[config.mk]
export PLATFORM = sky130hd
export DESIGN_NAME = diff_drive_odometry_flat
export DESIGN_NICKNAME = d
export VERILOG_FILES = /design/src/hw/rtl/ddo_pkg.sv /design/src/hw/rtl/ddo_in_if.sv /design/src/hw/rtl/ddo_out_if.sv /design/src/hw/rtl/diff_drive_odometry.sv /design/src/flat_wrapper.sv
export SDC_FILE = /design/constraint.sdc
export NUM_CORES = 2
export LEC_CHECK = 0
export BUFFER_PORTS_ARGS = -buffer_cell sky130_fd_sc_hd__buf_4
export CAP_MARGIN = 5
export CORE_UTILIZATION = 40
export CTS_CLUSTER_SIZE = 20
export DETAILED_ROUTE_END_ITERATION = 8
export SETUP_SLACK_MARGIN = 0.15
export SLEW_MARGIN = 10
export SYNTH_ARGS = -nofsm -noshare
export SYNTH_HDL_FRONTEND = slang
export SYNTH_SLANG_ARGS = --single-unit
[constraint.sdc]
create_clock -name clk -period 13.49 [get_ports clk]
set_clock_uncertainty 0.15 [all_clocks]
set_input_delay 2.0235 -clock clk [delete_from_list [all_inputs] [get_ports clk]]
set_output_delay 2.0235 -clock clk [all_outputs]
set_load 0.005 [all_outputs]
[src/hw/rtl/ddo_pkg.sv]
`default_nettype none
package ddo_pkg;

  // field widths
  localparam int RPM_W   = 16;
  localparam int DT_W    = 22;
  localparam int POS_W   = 40;
  localparam int ANG_W   = 32;
  localparam int VEL_W   = 32;
  localparam int DIAM_W  = 21;
  localparam int TRACK_W = 22;

  // configuration port
  localparam int CFG_W     = 22;
  localparam int CFG_IDX_W = 1;
  localparam logic [CFG_IDX_W-1:0] REG_WHEEL_DIAM = 1'b0;
  localparam logic [CFG_IDX_W-1:0] REG_TRACK      = 1'b1;
  localparam logic [DIAM_W-1:0]    DIAM_RESET     = 21'd100000;
  localparam logic [TRACK_W-1:0]   TRACK_RESET    = 22'd300000;

  // CORDIC
  localparam int CORDIC_STEPS = 16;
  localparam int ITER_W       = $clog2(CORDIC_STEPS + 1);
  localparam logic signed [33:0] CORDIC_GAIN = 34'sd652032874;

  // arithmetic constants
  localparam logic [25:0] PI24      = 26'd52707179;     // pi in Q24
  localparam logic [47:0] VEL_DIV   = 48'd32212254720;  // 1920 * 2^24
  localparam logic [47:0] USEC_DIV  = 48'd1000000;
  localparam logic [23:0] HEAD_K    = 24'd15000000;
  localparam logic [11:0] W_K       = 12'd3125;
  localparam logic [63:0] W_QLIM    = 64'd11529215046068; // 2^55 / 3125

  // arctangent table, full turn = 2^32
  function automatic logic [31:0] atan_val(input logic [4:0] i);
    logic [31:0] v;
    unique case (i)
      5'd0:  v = 32'h20000000;
      5'd1:  v = 32'h12E4051E;
      5'd2:  v = 32'h09FB385B;
      5'd3:  v = 32'h051111D4;
      5'd4:  v = 32'h028B0D43;
      5'd5:  v = 32'h0145D7E1;
      5'd6:  v = 32'h00A2F61E;
      5'd7:  v = 32'h00517C55;
      5'd8:  v = 32'h0028BE53;
      5'd9:  v = 32'h00145F2F;
      5'd10: v = 32'h000A2F98;
      5'd11: v = 32'h000517CC;
      5'd12: v = 32'h00028BE6;
      5'd13: v = 32'h000145F3;
      5'd14: v = 32'h0000A2F9;
      5'd15: v = 32'h0000517D;
      5'd16: v = 32'h000028BE;
      5'd17: v = 32'h0000145F;
      5'd18: v = 32'h00000A30;
      5'd19: v = 32'h00000518;
      5'd20: v = 32'h0000028C;
      5'd21: v = 32'h00000146;
      5'd22: v = 32'h000000A3;
      5'd23: v = 32'h00000051;
      5'd24: v = 32'h00000029;
      5'd25: v = 32'h00000014;
      5'd26: v = 32'h0000000A;
      5'd27: v = 32'h00000005;
      5'd28: v = 32'h00000003;
      5'd29: v = 32'h00000001;
      5'd30: v = 32'h00000001;
      5'd31: v = 32'h00000000;
    endcase
    return v;
  endfunction

endpackage
`default_nettype wire

[src/hw/rtl/ddo_in_if.sv]
`default_nettype none
interface ddo_in_if;
  logic                               valid;
  logic                               ready;
  logic signed [ddo_pkg::RPM_W-1:0]   left_rpm;
  logic signed [ddo_pkg::RPM_W-1:0]   right_rpm;
  logic        [ddo_pkg::DT_W-1:0]    elapsed_us;

  modport source (output valid, left_rpm, right_rpm, elapsed_us, input ready);
  modport sink   (input valid, left_rpm, right_rpm, elapsed_us, output ready);
endinterface
`default_nettype wire

[src/hw/rtl/ddo_out_if.sv]
`default_nettype none
interface ddo_out_if;
  logic                               valid;
  logic                               ready;
  logic signed [ddo_pkg::POS_W-1:0]   pos_x_um;
  logic signed [ddo_pkg::POS_W-1:0]   pos_y_um;
  logic        [ddo_pkg::ANG_W-1:0]   heading_angle;
  logic signed [ddo_pkg::VEL_W-1:0]   vel_x_um_s;
  logic signed [ddo_pkg::VEL_W-1:0]   vel_y_um_s;
  logic signed [ddo_pkg::VEL_W-1:0]   ang_vel_urad_s;

  modport source (output valid, pos_x_um, pos_y_um, heading_angle, vel_x_um_s,
                  vel_y_um_s, ang_vel_urad_s, input ready);
  modport sink   (input valid, pos_x_um, pos_y_um, heading_angle, vel_x_um_s,
                  vel_y_um_s, ang_vel_urad_s, output ready);
endinterface
`default_nettype wire

[src/hw/rtl/diff_drive_odometry.sv]
`default_nettype none
// Differential-drive odometry: each input word (two wheel speeds and the
// elapsed time) yields one output word with the new pose, the velocity along
// the old heading and the angular velocity. One word is in work at a time: a
// CORDIC, then a chain of bit-serial multiplies and restoring divides on a
// shared multiplier and divider. Zero track width skips the turn rate and
// heading step. The next word is taken while the finished result still waits
// in the output register.
module diff_drive_odometry (
  input  wire logic                          clk,
  input  wire logic                          rst_n,
  ddo_in_if.sink                             in_ch,
  ddo_out_if.source                          out_ch,
  input  wire logic                          cfg_we,
  input  wire logic [ddo_pkg::CFG_IDX_W-1:0] cfg_index,
  input  wire logic [ddo_pkg::CFG_W-1:0]     cfg_wdata
);

  localparam logic [4:0] S_IDLE = 5'd0;
  localparam logic [4:0] S_COR  = 5'd1;
  localparam logic [4:0] S_VM1  = 5'd2;
  localparam logic [4:0] S_VM2  = 5'd3;
  localparam logic [4:0] S_VD   = 5'd4;
  localparam logic [4:0] S_CXM  = 5'd5;
  localparam logic [4:0] S_CYM  = 5'd6;
  localparam logic [4:0] S_PD   = 5'd7;
  localparam logic [4:0] S_WM   = 5'd8;
  localparam logic [4:0] S_WD   = 5'd9;
  localparam logic [4:0] S_WQ   = 5'd10;
  localparam logic [4:0] S_WR   = 5'd11;
  localparam logic [4:0] S_WD2  = 5'd12;
  localparam logic [4:0] S_HK   = 5'd13;
  localparam logic [4:0] S_HM   = 5'd14;
  localparam logic [4:0] S_HD   = 5'd15;
  localparam logic [4:0] S_XM   = 5'd16;
  localparam logic [4:0] S_XD   = 5'd17;
  localparam logic [4:0] S_YM   = 5'd18;
  localparam logic [4:0] S_YD   = 5'd19;
  localparam logic [4:0] S_OUT  = 5'd20;

  localparam logic [6:0] DIV_LEN  = 7'd64;
  localparam logic [6:0] HEAD_LEN = 7'd89;  // 64 integer + 25 fraction bits

  // round a Q30 product and saturate to 32 bits
  function automatic logic [31:0] q30_sat(input logic [63:0] prod, input logic neg);
    logic [34:0] m;
    logic [31:0] r;
    m = {1'b0, prod[63:30]} + 35'(prod[29]);
    if (neg) begin
      r = (m > 35'h080000000) ? 32'h80000000 : 32'(-m);
    end else begin
      r = (m > 35'h07FFFFFFF) ? 32'h7FFFFFFF : m[31:0];
    end
    return r;
  endfunction

  // signed add of a magnitude onto a position, saturating to 40 bits
  function automatic logic [39:0] pos_add(input logic [39:0] pos, input logic [34:0] m,
                                          input logic neg);
    logic [41:0] sum;
    logic [39:0] r;
    sum = neg ? ({{2{pos[39]}}, pos} - 42'(m)) : ({{2{pos[39]}}, pos} + 42'(m));
    if (sum[41:39] == 3'b000 || sum[41:39] == 3'b111) begin
      r = sum[39:0];
    end else begin
      r = sum[41] ? 40'h8000000000 : 40'h7FFFFFFFFF;
    end
    return r;
  endfunction

  // configuration
  logic [ddo_pkg::DIAM_W-1:0]  diam_r;
  logic [ddo_pkg::TRACK_W-1:0] track_r;

  // pose
  logic [39:0] pose_x_r, pose_y_r;
  logic [31:0] head_r;

  // sequencer
  logic [4:0] state_r;
  logic       phase_r;

  // latched word
  logic [15:0] smag_r;
  logic        vel_neg_r;
  logic [16:0] pmag_r;
  logic        psign_r;
  logic [21:0] dt_r;

  // intermediates
  logic [31:0] vel_mag_r;
  logic [37:0] pd_r;
  logic [43:0] wq_r;
  logic [23:0] rm_r;
  logic [63:0] tmp_r;
  logic [31:0] vx_r, vy_r, w_r, dh_r;

  // CORDIC
  logic signed [33:0] cor_x_r, cor_y_r, cor_z_r;
  logic [ddo_pkg::ITER_W-1:0] cor_iter_r;
  logic        flip_r;
  logic        cos_neg_r, sin_neg_r;
  logic [31:0] cos_mag_r, sin_mag_r;

  // output register
  logic        out_valid_r;
  logic [39:0] o_x_r, o_y_r;
  logic [31:0] o_h_r, o_vx_r, o_vy_r, o_w_r;

  // bit-serial multiplier
  logic [63:0] mul_a_r, mul_acc_r;
  logic [31:0] mul_b_r;
  logic        mul_start;
  logic [63:0] mul_a_in;
  logic [31:0] mul_b_in;
  logic        mul_busy;

  // restoring divider
  logic [63:0] div_n_r, div_q_r;
  logic [47:0] div_d_r, div_rem_r;
  logic [6:0]  div_cnt_r;
  logic        div_start;
  logic [63:0] div_n_in;
  logic [47:0] div_d_in;
  logic [6:0]  div_len_in;
  logic        div_busy;
  logic [48:0] div_try, div_sub;
  logic        div_ge, div_rnd;

  // misc
  logic [23:0] track3;
  logic        accept;
  logic        op_done;
  logic [31:0] vx_mag, vy_mag;
  logic [55:0] v24;
  logic [32:0] wm, wlim;

  // input split
  logic signed [16:0] s17;
  logic signed [17:0] sum18;
  logic [31:0] head_q;
  logic [31:0] cor_a;

  // CORDIC step
  logic signed [33:0] cor_dx, cor_dy;
  logic [33:0] atan_ext;
  logic signed [33:0] cval, sval;

  assign accept      = in_ch.valid && in_ch.ready;
  assign in_ch.ready = (state_r == S_IDLE);
  assign mul_busy    = |mul_b_r;
  assign div_busy    = |div_cnt_r;
  assign track3      = {2'b00, track_r} + {1'b0, track_r, 1'b0};
  assign op_done     = phase_r && !mul_busy && !div_busy;

  assign s17    = $signed({in_ch.left_rpm[15], in_ch.left_rpm})
                - $signed({in_ch.right_rpm[15], in_ch.right_rpm});
  assign sum18  = $signed({{2{in_ch.left_rpm[15]}}, in_ch.left_rpm})
                + $signed({{2{in_ch.right_rpm[15]}}, in_ch.right_rpm});
  assign head_q = head_r + 32'h40000000;
  assign cor_a  = head_q[31] ? {~head_r[31], head_r[30:0]} : head_r;

  assign cor_dx   = cor_y_r >>> cor_iter_r;
  assign cor_dy   = cor_x_r >>> cor_iter_r;
  assign atan_ext = {2'b00, ddo_pkg::atan_val(5'(cor_iter_r))};
  assign cval     = flip_r ? -cor_x_r : cor_x_r;
  assign sval     = flip_r ? -cor_y_r : cor_y_r;

  assign vx_mag = vx_r[31] ? -vx_r : vx_r;
  assign vy_mag = vy_r[31] ? -vy_r : vy_r;

  assign v24  = tmp_r[55:0] + 56'(div_q_r[11:0]);
  assign wm   = 33'(v24[55:24]) + 33'(v24[23]);
  assign wlim = psign_r ? 33'h080000000 : 33'h07FFFFFFF;

  assign div_try = {div_rem_r, div_n_r[63]};
  assign div_sub = div_try - {1'b0, div_d_r};
  assign div_ge  = (div_try >= {1'b0, div_d_r});
  assign div_rnd = ({div_rem_r, 1'b0} >= {1'b0, div_d_r});

  // operand select for the shared units
  always_comb begin
    mul_start  = 1'b0;
    mul_a_in   = '0;
    mul_b_in   = '0;
    div_start  = 1'b0;
    div_n_in   = mul_acc_r;
    div_d_in   = ddo_pkg::USEC_DIV;
    div_len_in = DIV_LEN;
    unique case (state_r)
      S_VM1: begin mul_a_in = 64'(smag_r);    mul_b_in = 32'(diam_r); end
      S_VM2: begin mul_a_in = mul_acc_r;      mul_b_in = 32'(ddo_pkg::PI24); end
      S_CXM: begin mul_a_in = 64'(vel_mag_r); mul_b_in = cos_mag_r; end
      S_CYM: begin mul_a_in = 64'(vel_mag_r); mul_b_in = sin_mag_r; end
      S_PD:  begin mul_a_in = 64'(pmag_r);    mul_b_in = 32'(diam_r); end
      S_WM:  begin mul_a_in = 64'(pd_r);      mul_b_in = 32'(ddo_pkg::PI24); end
      S_WQ:  begin mul_a_in = 64'(wq_r);      mul_b_in = 32'(ddo_pkg::W_K); end
      S_WR:  begin mul_a_in = 64'(rm_r);      mul_b_in = 32'(ddo_pkg::W_K); end
      S_HK:  begin mul_a_in = 64'(ddo_pkg::HEAD_K); mul_b_in = 32'(track_r); end
      S_HM:  begin mul_a_in = 64'(pd_r);      mul_b_in = 32'(dt_r); end
      S_XM:  begin mul_a_in = 64'(vx_mag);    mul_b_in = 32'(dt_r); end
      S_YM:  begin mul_a_in = 64'(vy_mag);    mul_b_in = 32'(dt_r); end
      S_VD:  div_d_in = ddo_pkg::VEL_DIV;
      S_WD:  div_d_in = 48'(track3);
      S_WD2: div_d_in = 48'(track3);
      S_HD:  begin div_d_in = tmp_r[47:0]; div_len_in = HEAD_LEN; end
      default: ;
    endcase
    if (!phase_r) begin
      unique case (state_r)
        S_VM1, S_VM2, S_CXM, S_CYM, S_PD, S_WM, S_WQ, S_WR, S_HK, S_HM,
        S_XM, S_YM: mul_start = 1'b1;
        S_VD, S_WD, S_WD2, S_HD, S_XD, S_YD: div_start = 1'b1;
        default: ;
      endcase
    end
  end

  // multiplier: one bit of b per cycle
  always_ff @(posedge clk) begin
    if (!rst_n) begin
      mul_b_r <= '0;
    end else if (mul_start) begin
      mul_a_r   <= mul_a_in;
      mul_b_r   <= mul_b_in;
      mul_acc_r <= '0;
    end else if (mul_busy) begin
      if (mul_b_r[0]) mul_acc_r <= mul_acc_r + mul_a_r;
      mul_a_r <= {mul_a_r[62:0], 1'b0};
      mul_b_r <= {1'b0, mul_b_r[31:1]};
    end
  end

  // divider: one quotient bit per cycle, zeros shift in past the numerator
  always_ff @(posedge clk) begin
    if (!rst_n) begin
      div_cnt_r <= '0;
    end else if (div_start) begin
      div_n_r   <= div_n_in;
      div_d_r   <= div_d_in;
      div_rem_r <= '0;
      div_q_r   <= '0;
      div_cnt_r <= div_len_in;
    end else if (div_busy) begin
      div_rem_r <= div_ge ? div_sub[47:0] : div_try[47:0];
      div_n_r   <= {div_n_r[62:0], 1'b0};
      div_q_r   <= {div_q_r[62:0], div_ge};
      div_cnt_r <= div_cnt_r - 7'd1;
    end
  end

  // configuration writes
  always_ff @(posedge clk) begin
    if (!rst_n) begin
      diam_r  <= ddo_pkg::DIAM_RESET;
      track_r <= ddo_pkg::TRACK_RESET;
    end else if (cfg_we) begin
      unique case (cfg_index)
        ddo_pkg::REG_WHEEL_DIAM: diam_r  <= cfg_wdata[ddo_pkg::DIAM_W-1:0];
        ddo_pkg::REG_TRACK:      track_r <= cfg_wdata[ddo_pkg::TRACK_W-1:0];
      endcase
    end
  end

  // sequencer
  always_ff @(posedge clk) begin
    if (!rst_n) begin
      state_r     <= S_IDLE;
      phase_r     <= 1'b0;
      out_valid_r <= 1'b0;
      pose_x_r    <= '0;
      pose_y_r    <= '0;
      head_r      <= '0;
    end else begin
      // a waiting word leaves; a reload in S_OUT keeps the flag set instead
      if (out_valid_r && out_ch.ready && state_r != S_OUT) out_valid_r <= 1'b0;
      if (mul_start || div_start) phase_r <= 1'b1;

      unique case (state_r)
        S_IDLE: begin
          if (accept) begin
            smag_r     <= s17[16] ? 16'(-s17) : s17[15:0];
            vel_neg_r  <= s17[16];
            pmag_r     <= sum18[17] ? 17'(-sum18) : sum18[16:0];
            psign_r    <= !sum18[17] && (sum18 != 18'sd0);
            dt_r       <= in_ch.elapsed_us;
            flip_r     <= head_q[31];
            cor_x_r    <= ddo_pkg::CORDIC_GAIN;
            cor_y_r    <= '0;
            cor_z_r    <= $signed({{2{cor_a[31]}}, cor_a});
            cor_iter_r <= '0;
            state_r    <= S_COR;
          end
        end
        S_COR: begin
          if (cor_iter_r == ddo_pkg::ITER_W'(ddo_pkg::CORDIC_STEPS)) begin
            cos_neg_r <= cval[33];
            cos_mag_r <= cval[33] ? 32'(-cval) : cval[31:0];
            sin_neg_r <= sval[33];
            sin_mag_r <= sval[33] ? 32'(-sval) : sval[31:0];
            state_r   <= S_VM1;
          end else begin
            if (!cor_z_r[33]) begin
              cor_x_r <= cor_x_r - cor_dx;
              cor_y_r <= cor_y_r + cor_dy;
              cor_z_r <= cor_z_r - $signed(atan_ext);
            end else begin
              cor_x_r <= cor_x_r + cor_dx;
              cor_y_r <= cor_y_r - cor_dy;
              cor_z_r <= cor_z_r + $signed(atan_ext);
            end
            cor_iter_r <= cor_iter_r + 1'b1;
          end
        end
        S_OUT: begin
          if (!out_valid_r || out_ch.ready) begin
            o_x_r       <= pose_x_r;
            o_y_r       <= pose_y_r;
            o_h_r       <= head_r;
            o_vx_r      <= vx_r;
            o_vy_r      <= vy_r;
            o_w_r       <= w_r;
            out_valid_r <= 1'b1;
            state_r     <= S_IDLE;
          end
        end
        default: begin
          if (op_done) begin
            phase_r <= 1'b0;
            unique case (state_r)
              S_VM1: state_r <= S_VM2;
              S_VM2: state_r <= S_VD;
              S_VD: begin
                vel_mag_r <= div_q_r[31:0] + 32'(div_rnd);
                state_r   <= S_CXM;
              end
              S_CXM: begin
                vx_r    <= q30_sat(mul_acc_r, vel_neg_r ^ cos_neg_r);
                state_r <= S_CYM;
              end
              S_CYM: begin
                vy_r    <= q30_sat(mul_acc_r, vel_neg_r ^ sin_neg_r);
                state_r <= S_PD;
              end
              S_PD: begin
                pd_r <= mul_acc_r[37:0];
                if (track_r == '0) begin
                  // no track width: no turn
                  w_r     <= '0;
                  dh_r    <= '0;
                  state_r <= S_XM;
                end else begin
                  state_r <= S_WM;
                end
              end
              S_WM: state_r <= S_WD;
              S_WD: begin
                wq_r <= div_q_r[43:0];
                rm_r <= div_rem_r[23:0];
                if (div_q_r > ddo_pkg::W_QLIM) begin
                  w_r     <= psign_r ? 32'h80000000 : 32'h7FFFFFFF;
                  state_r <= S_HK;
                end else begin
                  state_r <= S_WQ;
                end
              end
              S_WQ: begin
                tmp_r   <= mul_acc_r;
                state_r <= S_WR;
              end
              S_WR: state_r <= S_WD2;
              S_WD2: begin
                w_r     <= psign_r ? 32'(-(wm > wlim ? wlim : wm))
                                   : 32'(wm > wlim ? wlim : wm);
                state_r <= S_HK;
              end
              S_HK: begin
                tmp_r   <= mul_acc_r;
                state_r <= S_HM;
              end
              S_HM: state_r <= S_HD;
              S_HD: begin
                dh_r    <= psign_r ? -div_q_r[31:0] : div_q_r[31:0];
                state_r <= S_XM;
              end
              S_XM: state_r <= S_XD;
              S_XD: begin
                pose_x_r <= pos_add(pose_x_r, div_q_r[34:0] + 35'(div_rnd), vx_r[31]);
                state_r  <= S_YM;
              end
              S_YM: state_r <= S_YD;
              S_YD: begin
                pose_y_r <= pos_add(pose_y_r, div_q_r[34:0] + 35'(div_rnd), vy_r[31]);
                head_r   <= head_r + dh_r;
                state_r  <= S_OUT;
              end
              default: state_r <= S_IDLE;
            endcase
          end
        end
      endcase
    end
  end

  // result word
  assign out_ch.valid          = out_valid_r;
  assign out_ch.pos_x_um       = $signed(o_x_r);
  assign out_ch.pos_y_um       = $signed(o_y_r);
  assign out_ch.heading_angle  = o_h_r;
  assign out_ch.vel_x_um_s     = $signed(o_vx_r);
  assign out_ch.vel_y_um_s     = $signed(o_vy_r);
  assign out_ch.ang_vel_urad_s = $signed(o_w_r);

endmodule
`default_nettype wire

[src/flat_wrapper.sv]
// flat-port wrapper written by rule: the top's interface ports become plain ports
module diff_drive_odometry_flat 
  (clk, rst_n, cfg_we, cfg_index, cfg_wdata, in_ch_valid, in_ch_left_rpm, in_ch_right_rpm, in_ch_elapsed_us, in_ch_ready, out_ch_valid, out_ch_pos_x_um, out_ch_pos_y_um, out_ch_heading_angle, out_ch_vel_x_um_s, out_ch_vel_y_um_s, out_ch_ang_vel_urad_s, out_ch_ready);
  ddo_in_if in_ch_i ();
  ddo_out_if out_ch_i ();
  input  wire logic clk;
  input  wire logic rst_n;
  input  wire logic cfg_we;
  input  wire logic [ddo_pkg::CFG_IDX_W-1:0] cfg_index;
  input  wire logic [ddo_pkg::CFG_W-1:0] cfg_wdata;
  input wire logic [$bits(in_ch_i.valid)-1:0] in_ch_valid;
  input wire logic [$bits(in_ch_i.left_rpm)-1:0] in_ch_left_rpm;
  input wire logic [$bits(in_ch_i.right_rpm)-1:0] in_ch_right_rpm;
  input wire logic [$bits(in_ch_i.elapsed_us)-1:0] in_ch_elapsed_us;
  output wire logic [$bits(in_ch_i.ready)-1:0] in_ch_ready;
  output wire logic [$bits(out_ch_i.valid)-1:0] out_ch_valid;
  output wire logic [$bits(out_ch_i.pos_x_um)-1:0] out_ch_pos_x_um;
  output wire logic [$bits(out_ch_i.pos_y_um)-1:0] out_ch_pos_y_um;
  output wire logic [$bits(out_ch_i.heading_angle)-1:0] out_ch_heading_angle;
  output wire logic [$bits(out_ch_i.vel_x_um_s)-1:0] out_ch_vel_x_um_s;
  output wire logic [$bits(out_ch_i.vel_y_um_s)-1:0] out_ch_vel_y_um_s;
  output wire logic [$bits(out_ch_i.ang_vel_urad_s)-1:0] out_ch_ang_vel_urad_s;
  input wire logic [$bits(out_ch_i.ready)-1:0] out_ch_ready;
  assign in_ch_i.valid = in_ch_valid;
  assign in_ch_i.left_rpm = in_ch_left_rpm;
  assign in_ch_i.right_rpm = in_ch_right_rpm;
  assign in_ch_i.elapsed_us = in_ch_elapsed_us;
  assign in_ch_ready = in_ch_i.ready;
  assign out_ch_valid = out_ch_i.valid;
  assign out_ch_pos_x_um = out_ch_i.pos_x_um;
  assign out_ch_pos_y_um = out_ch_i.pos_y_um;
  assign out_ch_heading_angle = out_ch_i.heading_angle;
  assign out_ch_vel_x_um_s = out_ch_i.vel_x_um_s;
  assign out_ch_vel_y_um_s = out_ch_i.vel_y_um_s;
  assign out_ch_ang_vel_urad_s = out_ch_i.ang_vel_urad_s;
  assign out_ch_i.ready = out_ch_ready;
  diff_drive_odometry u_core (.clk(clk), .rst_n(rst_n), .in_ch(in_ch_i), .out_ch(out_ch_i), .cfg_we(cfg_we), .cfg_index(cfg_index), .cfg_wdata(cfg_wdata));
endmodule
==> impl_metrics.ini <==
[critical_path]
end_kind = register
worstSetupPathType = reg -> reg
r2r_cells = 38
critPathMaxStageDelay_ns = 0.97
crit_path_top_delay_cell = o21ai_0
critPathTopFamily = simple AND/OR/NAND/NOR gates
reg2reg_from = u_core.div_rem_r[21]$_SDFFCE_PP0P_
required_ns = 14.09
crit_fanout = 31
start_kind = register
worstPathArrival_ns = 11.86
r2r_end = u_core.pose_x_r[21]$_SDFFE_PN0P_
critPathBufInv = 0
reg2reg_slack_ns = 2.23

[finish]
seqCellArea_um2 = 38020
drive_gt1_share_pct = 10.18
multi_input_area_um2 = 46430
fin_nets = 9686
fin_cells = 12120
fin_area_um2 = 97950
syn_to_final_growth_pct = 12.25
nFillCells = 20490

[timing]
fmax_mhz = 88.80
timing.hold.ws_ns = 0.2662
drv_slew = 0
fin_crit_ns = 11.26
finalSetupTns_ns = 0
period_share_pct = 83.48
rsz0062_at_grt = false
worst_slew_pin_slew_ns = 1.217
relSlewSlack_pct = 17.71
final_hold_viol_count = 0
setup_viol = 0

[route]
dr_total_vias = 71570
wire_per_inst_um = 24.10
wl_mm = 292.1
first_pass_iters = 9
drt_iter0_markers = 6990
drc = 0
vias_per_cell = 5.904
ant_nets = 0

[cts]
ctsHoldBuffers = 0
clk_pin_slew_worst_paths_ns = 0.06
root_buffer = clkbuf_16
worstSkewPairLatency_ns = 0.85
cts_tree = built
cts_buffer_depth = 3
cts_made_buffers = 160
post_cts_buffers = 0
cts_resized = 0
cts_sinks = 1343
htreeDepth = 4

[placed_design]
placed_cells = 11830
numPortBuffers = 291
gp_congestion = 0.9554
placed_cell_area_um2 = 92320
dp_hpwl_mm = 217.2

[synth]
seq_area_frac_synth_pct = 43.57
synth_cells = 9019
syn_area_um2 = 87260
syn_avg_cell_area_um2 = 9.675
synth.largest_area_cell = edfxtp_1
yosys.cell_count.top_type = edfxtp_1
ys_warn_count = 0
synthTopCellsByArea = edfxtp_1 38%, ha_1 6.6%, dfxtp_1 5.3%, xnor2_1 5.0%, nand2_1 4.1%
synth_cell_types = 121
ys_top_cells_by_count = 1112 x edfxtp_1, 944 x nand2_1, 790 x nor2_1, 700 x a21oi_1, 558 x o21ai_0
synth_top_area_share_pct = 38.27
synth-seq-cells = 1343
async_flop_share_pct = 0
synth_edf_count = 1112
syn-num-nets = 9572
synth_ff_type = edfxtp_1

[global_route]
antenna_found_initial = 7
grt_overflow_total = 0
grt_max_degree = 94
grt.total_usage_pct = 25.71
grt_pass1_vias = 67630
grt_pass1_wl_mm = 429.5

[die]
die_w_um = 469.1
die_y_um = 469.1
die-area_um2 = 220000
core-area_um2 = 217000
ioPinCount = 292
row_count = 171
start_util_pct = 40.22

[power]
vdd_drop_max_mv = 0.1522
finalPower_mw = 20.01
p_per_area_nw_per_um2 = 204.3
p_leak_nw = 37.16

[min_path]
hold_end = u_core.out_ch.ang_vel_urad_s[19]$_DFFE_PP_
hold_path_depth = 0
hold_class = reg -> reg
hp-start = u_core.w_r[19]$_DFFE_PP_

[run]
max_cap_viol_count = 0

[status]
outcome = complete, no violations
==> cell usage in the layout, fill, tap and decap left out, types with 169 or more instances in the layout <==
cell type,n
nand2_1,942
dfxtp_1,231
buf_4,398
a21oi_1,695
o21ai_0,556
nand3_1,187
nor3_1,169
edfxtp_1,1112
inv_1,341
ha_1,460
nor2_1,774
xor2_1,332
a21o_1,183
xnor2_1,497
==> cells by family (layout without fill, tap and decap cells) <==
group / count (synthesis) / after routing / share of synthesized area, %
and+or+nand+nor: 2955 / 2955 / 16.14
AOI/OAI and AO/OA: 2389 / 2389 / 17.60
DFF: 1343 / 1343 / 43.57
xor gates and xnor gates: 838 / 838 / 8.467
buffers and inverters: 797 / 1043 / 3.536
adders and majority gates: 473 / 473 / 6.871
muxes: 224 / 224 / 3.814
other: 0 / 4 / 0
==> per-layer routing <==
metal | wire length, um | part of all wire (%) | track usage [%] | vias up
li1 | - | - | - | 33520
met3 | 17360 | 5.9 | 3.327 | 520
met2 | 137800 | 47 | 42.45 | 2544
met4 | 14290 | 4.9 | 11.65 | 4
met1 | 122600 | 42 | 33.53 | 34980
met5 | 29 | 0.0099 | 0 | -
==> worst max-delay path by stage <==
| stage | endpoint | startpoint | cells after the start |
|---|---|---|---|
| finish | u_core.pose_x_r[21]$_SDFFE_PN0P_ | u_core.div_rem_r[21]$_SDFFCE_PP0P_ | 38 |
| global route | u_core.pose_x_r[5]$_SDFFE_PN0P_ | u_core.div_rem_r[21]$_SDFFCE_PP0P_ | 38 |
| CTS | u_core.pose_x_r[21]$_SDFFE_PN0P_ | u_core.div_rem_r[21]$_SDFFCE_PP0P_ | 38 |
| detailed placement | u_core.pose_x_r[21]$_SDFFE_PN0P_ | u_core.div_rem_r[21]$_SDFFCE_PP0P_ | 38 |
| global placement | u_core.pose_x_r[20]$_SDFFE_PN0P_ | u_core.div_rem_r[21]$_SDFFCE_PP0P_ | 39 |
| floorplan | u_core.out_ch.ang_vel_urad_s[0]$_DFFE_PP_ | rst_n | 4 |
==> where the power goes <==
group          leakage (nW)  switching (mW)  internal (mW)
clock                  2.70            1.92           2.72
sequential             12.3           0.908           5.67
combinational          22.1            5.24           3.55
==> stage by stage <==
step                      setup WS, ns  util (%)
after detailed placement         2.319     42.55
final                            2.229     45.15
after global routing             1.368     45.14
after floorplan                  1.316         -
after global placement           2.651     42.55
after CTS                        2.262     45.14
==> flip-flops by register name, indices dropped and copies added (netlist names), 34 cells and up <==
name	cells
u_core.wq_r	44
u_core.div_n_r	64
u_core.div_n_in	64
u_core.div_d_r	48
u_core.cor_y_r	34
u_core.cor_z_r	34
u_core.out_ch.pos_x_um	40
u_core.tmp_r	56
u_core.cor_x_r	34
u_core.pose_y_r	40
u_core.out_ch.pos_y_um	40
u_core.pd_r	38
u_core.div_q_r	64
u_core.pose_x_r	40
u_core.mul_a_r	64
u_core.div_rem_r	48
==> cell type report <==
type | count | share of cell area (%)
multi-input cells | 6879 | 47.40
flip-flops and latches | 1343 | 38.81
clock buffers | 191 | 4.324
well taps | 2854 | 3.646
repair buffers | 398 | 3.051
clock inverters | 103 | 1.409
inverters | 351 | 1.348
diodes | 4 | 0.01022
No activity file was read; power rests on OpenSTA's default activity.
